`src/rtl/core/assert_macros.svh`:
```
// Assertion macros used by the ordered list store RTL.
`ifndef ASSERT_MACROS_SVH
`define ASSERT_MACROS_SVH

`ifndef SYNTHESIS

// Property that must hold at every clock edge outside reset.
`define OLST_ASSERT_ALWAYS(label, clk, rst_n, expr) \
    label: assert property (@(posedge clk) disable iff (!rst_n) (expr)) \
        else $error("ordered list store: invariant violated");

// Consequent must hold in the cycle after the antecedent.
`define OLST_ASSERT_NEXT(label, clk, rst_n, ante, cons) \
    label: assert property (@(posedge clk) disable iff (!rst_n) (ante) |=> (cons)) \
        else $error("ordered list store: sequence check violated");

`else

`define OLST_ASSERT_ALWAYS(label, clk, rst_n, expr)
`define OLST_ASSERT_NEXT(label, clk, rst_n, ante, cons)

`endif

`endif

```
`src/rtl/core/olst_pkg.sv`:
```
// Package with types, sizes and codes of the ordered list store.
`timescale 1ns / 1ps

package olst_pkg;

    // List capacity and derived widths.
    localparam int DEPTH = 16;
    localparam int IDX_W = $clog2(DEPTH);
    localparam int CNT_W = $clog2(DEPTH + 1);
    localparam int POS_W = 5;
    localparam int LEN_W = 5;
    localparam int CMP_W = (CNT_W > POS_W) ? CNT_W : POS_W;

    // Request modes.
    localparam logic [2:0] MODE_INS_HEAD = 3'd0;
    localparam logic [2:0] MODE_INS_TAIL = 3'd1;
    localparam logic [2:0] MODE_INS_POS  = 3'd2;
    localparam logic [2:0] MODE_FIND     = 3'd3;
    localparam logic [2:0] MODE_POS_TEST = 3'd4;
    localparam logic [2:0] MODE_DEL_VAL  = 3'd5;
    localparam logic [2:0] MODE_DEL_POS  = 3'd6;

    // Result status codes.
    localparam logic [1:0] ST_OK    = 2'd0;
    localparam logic [1:0] ST_FULL  = 2'd1;
    localparam logic [1:0] ST_MISS  = 2'd2;
    localparam logic [1:0] ST_EMPTY = 2'd3;

    // Request and result payloads.
    typedef struct packed {
        logic [2:0]        mode;
        logic signed [31:0] value;
        logic [POS_W-1:0]  position;
    } t_req;

    typedef struct packed {
        logic              found;
        logic [1:0]        status;
        logic [LEN_W-1:0]  length;
    } t_rsp;

    // Broadcast control from the list controller to every cell.
    typedef struct packed {
        logic             ins;
        logic             del;
        logic [IDX_W-1:0] at;
    } t_cell_ctl;

endpackage

```
`src/rtl/core/ordered_list_store.sv`:
```
// The result is registered at its request transfer.
// Throughput: one request per cycle while results are taken; the row of cells
// compares, picks and shifts all entries in the cycle of the transfer.
// The result register frees up when its transfer completes or in the same cycle.
// Reset clears the entry count and the result valid flag; entry contents are
// left undefined and are only read below the count.
`timescale 1ns / 1ps
`include "assert_macros.svh"

module ordered_list_store (
    input  logic             i_clk,
    input  logic             i_rst_n,
    input  logic             i_in_valid,
    output logic             o_in_stall,
    input  olst_pkg::t_req   i_in_data,
    output logic             o_out_valid,
    input  logic             i_out_stall,
    output olst_pkg::t_rsp   o_out_data
);
    import olst_pkg::*;

    logic [CNT_W-1:0]   r_count;
    logic [CNT_W-1:0]   n_count;
    logic               r_out_valid;
    t_rsp               r_out_data;
    t_rsp               n_rsp;
    logic               w_acc;
    t_cell_ctl          w_ctl;
    logic               w_ins;
    logic               w_del;
    logic [IDX_W-1:0]   w_at;
    logic [DEPTH-1:0]   w_hit_raw;
    logic [DEPTH-1:0]   w_hit;
    logic               w_any_hit;
    logic [IDX_W-1:0]   w_first;
    logic signed [31:0] w_cell_q [DEPTH];
    logic               w_full;
    logic               w_empty;
    logic [CMP_W-1:0]   w_pos_x;
    logic [CMP_W-1:0]   w_cnt_x;

    // Handshake: a new request transfers when the result register is free.
    assign o_in_stall = r_out_valid & i_out_stall;
    assign w_acc      = i_in_valid & ~o_in_stall;

    // Row of cells, each shifting with its neighbors.
    for (genvar g = 0; g < DEPTH; g++) begin : g_cell
        logic signed [31:0] w_left;
        logic signed [31:0] w_right;
        if (g == 0) begin : g_head
            assign w_left = i_in_data.value;
        end else begin : g_mid_l
            assign w_left = w_cell_q[g-1];
        end
        if (g == DEPTH - 1) begin : g_tail
            assign w_right = w_cell_q[g];
        end else begin : g_mid_r
            assign w_right = w_cell_q[g+1];
        end
        olst_cell u_cell (
            .i_clk   (i_clk),
            .i_idx   (IDX_W'(g)),
            .i_ctl   (w_ctl),
            .i_value (i_in_data.value),
            .i_left  (w_left),
            .i_right (w_right),
            .o_data  (w_cell_q[g]),
            .o_hit   (w_hit_raw[g])
        );
        assign w_hit[g] = w_hit_raw[g] & (CNT_W'(g) < r_count);
    end

    // Priority pick of the first matching valid entry.
    always_comb begin
        w_first = '0;
        for (int i = DEPTH - 1; i >= 0; i--) begin
            if (w_hit[i]) begin
                w_first = IDX_W'(i);
            end
        end
    end
    assign w_any_hit = |w_hit;

    assign w_full  = (r_count == CNT_W'(DEPTH));
    assign w_empty = (r_count == '0);
    assign w_pos_x = CMP_W'(i_in_data.position);
    assign w_cnt_x = CMP_W'(r_count);

    // Request decode: pick the operation, its index and the result.
    always_comb begin
        w_ins        = 1'b0;
        w_del        = 1'b0;
        w_at         = '0;
        n_rsp.found  = 1'b0;
        n_rsp.status = ST_OK;
        case (i_in_data.mode)
            MODE_INS_HEAD: begin
                if (w_full) begin
                    n_rsp.status = ST_FULL;
                end else begin
                    w_ins = 1'b1;
                end
            end
            MODE_INS_TAIL: begin
                if (w_full) begin
                    n_rsp.status = ST_FULL;
                end else begin
                    w_ins = 1'b1;
                    w_at  = IDX_W'(r_count);
                end
            end
            MODE_INS_POS: begin
                if (w_full) begin
                    n_rsp.status = ST_FULL;
                end else if (w_pos_x > w_cnt_x) begin
                    n_rsp.status = ST_MISS;
                end else begin
                    w_ins = 1'b1;
                    w_at  = IDX_W'(i_in_data.position);
                end
            end
            MODE_FIND: begin
                n_rsp.found  = w_any_hit;
                n_rsp.status = w_any_hit ? ST_OK : ST_MISS;
            end
            MODE_POS_TEST: begin
                if (w_pos_x < w_cnt_x) begin
                    n_rsp.found = 1'b1;
                end else begin
                    n_rsp.status = ST_MISS;
                end
            end
            MODE_DEL_VAL: begin
                if (w_empty) begin
                    n_rsp.status = ST_EMPTY;
                end else if (w_any_hit) begin
                    w_del       = 1'b1;
                    w_at        = w_first;
                    n_rsp.found = 1'b1;
                end else begin
                    n_rsp.status = ST_MISS;
                end
            end
            MODE_DEL_POS: begin
                if (w_empty) begin
                    n_rsp.status = ST_EMPTY;
                end else if (w_pos_x >= w_cnt_x) begin
                    n_rsp.status = ST_MISS;
                end else begin
                    w_del       = 1'b1;
                    w_at        = IDX_W'(i_in_data.position);
                    n_rsp.found = 1'b1;
                end
            end
            default: begin
                n_rsp.status = ST_MISS;
            end
        endcase

        n_count = r_count;
        if (w_ins) begin
            n_count = r_count + CNT_W'(1);
        end else if (w_del) begin
            n_count = r_count - CNT_W'(1);
        end
        n_rsp.length = LEN_W'(n_count);
    end

    // Cells only move on a request transfer.
    assign w_ctl.ins = w_acc & w_ins;
    assign w_ctl.del = w_acc & w_del;
    assign w_ctl.at  = w_at;

    // Count and result valid flag.
    always_ff @(posedge i_clk) begin
        if (!i_rst_n) begin
            r_count     <= '0;
            r_out_valid <= 1'b0;
        end else begin
            if (w_acc) begin
                r_count <= n_count;
            end
            if (w_acc) begin
                r_out_valid <= 1'b1;
            end else if (!i_out_stall) begin
                r_out_valid <= 1'b0;
            end
        end
    end

    // Result payload register.
    always_ff @(posedge i_clk) begin
        if (w_acc) begin
            r_out_data <= n_rsp;
        end
    end

    assign o_out_valid = r_out_valid;
    assign o_out_data  = r_out_data;

    // The count never exceeds the capacity.
    `OLST_ASSERT_ALWAYS(a_count_bound, i_clk, i_rst_n, r_count <= CNT_W'(DEPTH))
    // A full status only comes from a full list.
    `OLST_ASSERT_ALWAYS(a_full_status, i_clk, i_rst_n, !(w_acc && n_rsp.status == ST_FULL) || w_full)
    // A found result always carries an ok status.
    `OLST_ASSERT_ALWAYS(a_found_ok, i_clk, i_rst_n, !n_rsp.found || n_rsp.status == ST_OK)
    // Without a transfer the count holds.
    `OLST_ASSERT_NEXT(a_count_hold, i_clk, i_rst_n, !w_acc, r_count == $past(r_count))

endmodule

```
`src/rtl/core/olst_cell.sv`:
```
// One storage cell of the list: holds an entry, compares it, and shifts with neighbors.
`timescale 1ns / 1ps

module olst_cell (
    input  logic                     i_clk,
    input  logic [olst_pkg::IDX_W-1:0] i_idx,
    input  olst_pkg::t_cell_ctl      i_ctl,
    input  logic signed [31:0]       i_value,
    input  logic signed [31:0]       i_left,
    input  logic signed [31:0]       i_right,
    output logic signed [31:0]       o_data,
    output logic                     o_hit
);
    import olst_pkg::*;

    logic signed [31:0] r_data;
    logic signed [31:0] n_data;

    // Insert opens a gap at the target index; delete closes it from the right.
    always_comb begin
        n_data = r_data;
        if (i_ctl.ins) begin
            if (i_idx > i_ctl.at) begin
                n_data = i_left;
            end else if (i_idx == i_ctl.at) begin
                n_data = i_value;
            end
        end else if (i_ctl.del) begin
            if (i_idx >= i_ctl.at) begin
                n_data = i_right;
            end
        end
    end

    // Entry storage has no reset; entries beyond the count are never used.
    always_ff @(posedge i_clk) begin
        r_data <= n_data;
    end

    assign o_data = r_data;
    assign o_hit  = (r_data == i_value);

endmodule

```
`config.mk`:
```
export PLATFORM = sky130hd
export DESIGN_NAME = ordered_list_store
export DESIGN_NICKNAME = d
export VERILOG_FILES = /design/src/rtl/core/olst_pkg.sv /design/src/rtl/core/ordered_list_store.sv /design/src/rtl/core/olst_cell.sv
export VERILOG_INCLUDE_DIRS = /design/src /design/src/rtl/core
export SDC_FILE = /design/constraint.sdc
export NUM_CORES = 2
export LEC_CHECK = 0
export BUFFER_PORTS_ARGS = -buffer_cell sky130_fd_sc_hd__buf_2
export CAP_MARGIN = 5
export CELL_PAD_IN_SITES_DETAIL_PLACEMENT = 1
export CELL_PAD_IN_SITES_GLOBAL_PLACEMENT = 2
export CORE_AREA = 3 3 321 323
export CTS_BUF_LIST = sky130_fd_sc_hd__clkbuf_8
export CTS_CLUSTER_DIAMETER = 100
export CTS_CLUSTER_SIZE = 40
export DETAILED_ROUTE_END_ITERATION = 7
export DIE_AREA = 0 0 324 326
export GPL_TIMING_DRIVEN = 0
export PLACE_DENSITY_LB_ADDON = 0.1
export SYNTH_ARGS = -nofsm -noshare
export SYNTH_HDL_FRONTEND = slang
export SYNTH_HIERARCHICAL = 1
export SYNTH_SLANG_ARGS = --single-unit
```
`constraint.sdc`:
```
create_clock -name i_clk -period 6.5 [get_ports i_clk]
set_clock_uncertainty 0.1 [all_clocks]
set_input_delay 0.65 -clock i_clk [delete_from_list [all_inputs] [get_ports i_clk]]
set_output_delay 0.65 -clock i_clk [all_outputs]
set_load 0.01 [all_outputs]
```
==> run summary <==
• **first-pass detailed-route iteration total** 5
• **synthesized area** 47220 sq um
• **average detailed-routed wire length per instance** 33.14 microns
• **H-tree levels** 2
• **EDFF count, synth** 520
• **final number of max-transition violations** 0
• **number of synthesis warnings** 6
• **most used standard cells in the synthesized netlist** mux2_2, edfxtp_1, xor2_1, nand2b_1, o221a_2
• **design internal power** 5.316 mW
• **post-route insts no fill** 5556
• **prevailing post-synth register cell** edfxtp_1
• **share of flip-flops with an asynchronous set or reset after synthesis** 0%
• **die width** 324 microns
• **peak supply drop** 0.1195 mV
• **antenna violations before repair** 4
• **ANT nets after route** 0
• **clock-pin slew on the worst setup and hold paths** 120 ps
• **setup slack of the worst register-to-register path** 170 ps
• **headroom to the max-slew limit** 34.38%
• **total clock sinks** 526
• **hold violation count in the final report** 0
• **min Tclk post-route** 6336 ps
• **core footprint** 100100 sq um
• **Leak** 16.83 nW
• **clock network fraction of total power** 26.7%
• **WS Path Type** in2reg
• **detailed-placement wirelength estimate** 132100 microns
• **via count of the first global-routing pass** 36680
• **part of the cycle the worst path needs** 97.48%
• **worst-skew pair later-pin latency** 760 ps
• **number of buffers between clock root and the deepest sink** 3
• **combinational fraction of design power** 22.5%
• **path category of the worst min-delay check** in2reg
• **Final Net Count** 4349
• **maximum fanout along the worst path** 50
• **sequential share of power** 50.9%
• **Num CTS Buffers** 37
• **post-synth top area share** 33.07%
• **setup repair after global routing missed its margin** no
• **portion of the post-synthesis area used by sequential elements** 33.32%
• **Power per Cell Area** 152.9 nW/um^2
• **layout filler cell count** 10550
• **die area** 105600 sq um
• **cells after synthesis** 4033
• **vias per cell** 6.616
• **kind of end point of the critical path** flop
• **clock tree from TritonCTS** yes
• **global route total overflow** 0
• **pin count of the biggest net entering global routing** 51
• **most frequent cell after synthesis** mux2_2
• **net switching fraction of the power** 32.46%
• **initial core utilization** 47.15%
• **Critical Path Start Type** input pin
• **routed wire length** 184200 microns
• **Via Count** 36760
• **IO Pins** 54
• **actual slew at the worst max-slew pin** 976.7 ps
• **aggregate global-route resource usage** 34.08%
• **NetSw** 2.555 mW
• **global placer's final weighted congestion** 0.8442
• **top cells by area in the synthesized netlist** edfxtp_1, mux2_2, xor2_1, o221a_2, nand2b_1
• **Avg Inst Size Synth** 11.71 sq um
• **area added between synthesis and finish** 8.999%
• **share of the core filled with cells in the final layout** 51.39%
• **status** completed
• **count of input and output buffers** 53
• **Required @ worst endpoint** 6840 ps
• **share of post-route cells with drive strength above 1** 36.33%
• **initial DRC count** 3719
• **maximum clock frequency** 0.1578 GHz
• **crit path DAT** 6670 ps
• **number of cell rows** 116
• **number of maximum-capacitance constraint violations** 0
• **height of the chip** 326 microns
• **post-route DRC violation count** 0
• **Setup-failing EPs final** 0
• **wire length of the first global-routing pass** 266800 microns
• **clock root buffer** clkbuf_8
• **Placed Cells incl. Taps** 5479
• **count of state elements after synthesis** 526
• **distinct cell type count of the synthesized netlist** 65
• **library cell occupying the most area in the post-synthesis netlist** edfxtp_1
## cells in the final DEF, fill, tap and decap left out, drive strengths merged, types with 16 or more instances in the layout
| master | count |
|---|---|
| nand2 | 30 |
| o21ai | 36 |
| mux2 | 1024 |
| nor2 | 89 |
| nor4 | 130 |
| inv | 94 |
| clkbuf | 69 |
| a21oi | 52 |
| nand3 | 24 |
| xor2 | 512 |
| ha | 76 |
| or3b | 16 |
| o221a | 512 |
| or2b | 112 |
| nand2b | 417 |
| edfxtp | 520 |
| conb | 64 |
| nand4 | 50 |
| buf | 343 |
## registers in the layout, summed over array words and instances (netlist names)
name and count:
g_cell.u_cell/o_data 512, r_count 5, o_out_data 8, o_out_valid 1
## area by class of cell
class	count	area (sq um)	area share [%]
inverter	82	307.8	0.5980
sequential	526	15740	30.57
timing repair buffer	95	1259	2.446
multi-input combinational	3206	29820	57.94
buffer	281	1906	3.702
clock buffer	37	509.2	0.9894
clock inverter	28	299.0	0.5810
antenna	3	7.507	0.01459
tap	1298	1624	3.155
## path summary, 6_finish.rpt
path                                                   from                     endpoint  depth (start not counted)
worst max-delay path                          i_in_data[29]  g_cell[15].u_cell/o_data[1]                         21
worst min-delay path                                i_rst_n                  o_out_valid                          2
worst min register to register                  o_out_valid                  o_out_valid                          3
worst max register to register  g_cell[1].u_cell/o_data[24]  g_cell[15].u_cell/o_data[1]                         20
## timing repair
action / 4_1_cts / 5_1_grt
hold endpoints to repair: 1 / 0
hold buffers: 1 / 0
resized for setup: 20 / 20
setup endpoints to repair: 1024 / 694
pin swaps: 3 / 3
setup buffers: 5 / 3
## per-stage QoR
stage / power [mW] / setup TNS (ps) / worst slack [ps] / cell area [sq um] / hold WS [ps]
floorplan: 5.098 / 0 / 472.5 / 47450 / 515.9
global placement: 5.688 / -4844000 / -6247 / 49340 / 458.3
detailed placement: 5.773 / -1552800 / -2157 / 50400 / 470.7
CTS: 7.850 / 0 / 59.76 / 51330 / 46.53
global route: 8.118 / 0 / 35.59 / 51470 / 87.43
finish: 7.871 / 0 / 163.9 / 51470 / 91.62
## critical path: stages
cell      delay (ps)
buf_4            550
xor2_1           290
nor4_1           610
nand4_1          240
nor2_4           460
nor4_1           160
o211ai_1         310
nor4_4            80
a21oi_4          320
a21boi_1         240
nand3_1          210
o32ai_4          380
buf_16           190
buf_8            170
inv_1             60
ha_1             320
o21ai_1           80
a21oi_1          300
nor2_1           120
a21oi_4          530
buf_16           250
## layer usage
metal | part of all wire (%) | track usage (%)
met4 | 3.2 | 9.903
met1 | 43 | 47.17
met2 | 47 | 55.11
met3 | 6.9 | 5.057
met5 | 0.0071 | 0
## logic make-up (layout without fill, tap and decap cells)
group | after synthesis | count (layout) | share of synthesized area (%)
compound gates | 642 | 642 | 13.98
fa+ha+maj | 76 | 76 | 2.014
flops | 526 | 526 | 33.32
buf+inv | 363 | 523 | 4.687
mux | 1026 | 1026 | 24.46
xor+xnor | 518 | 518 | 9.608
simple gates | 880 | 880 | 11.91
other cells | 2 | 67 | 0.01590
## power by group through the flow
stage	Combinational (mW)	Clock [mW]	Sequential, mW
4_1_cts	1.71	2.14	4.00
3_5_place_dp	1.69	0	4.08
6_report	1.77	2.10	4.01
5_1_grt	1.89	2.22	4.01
3_3_place_gp	1.60	0	4.09
2_1_floorplan	1.11	0	3.99
Power figures use the tool's default switching activity.
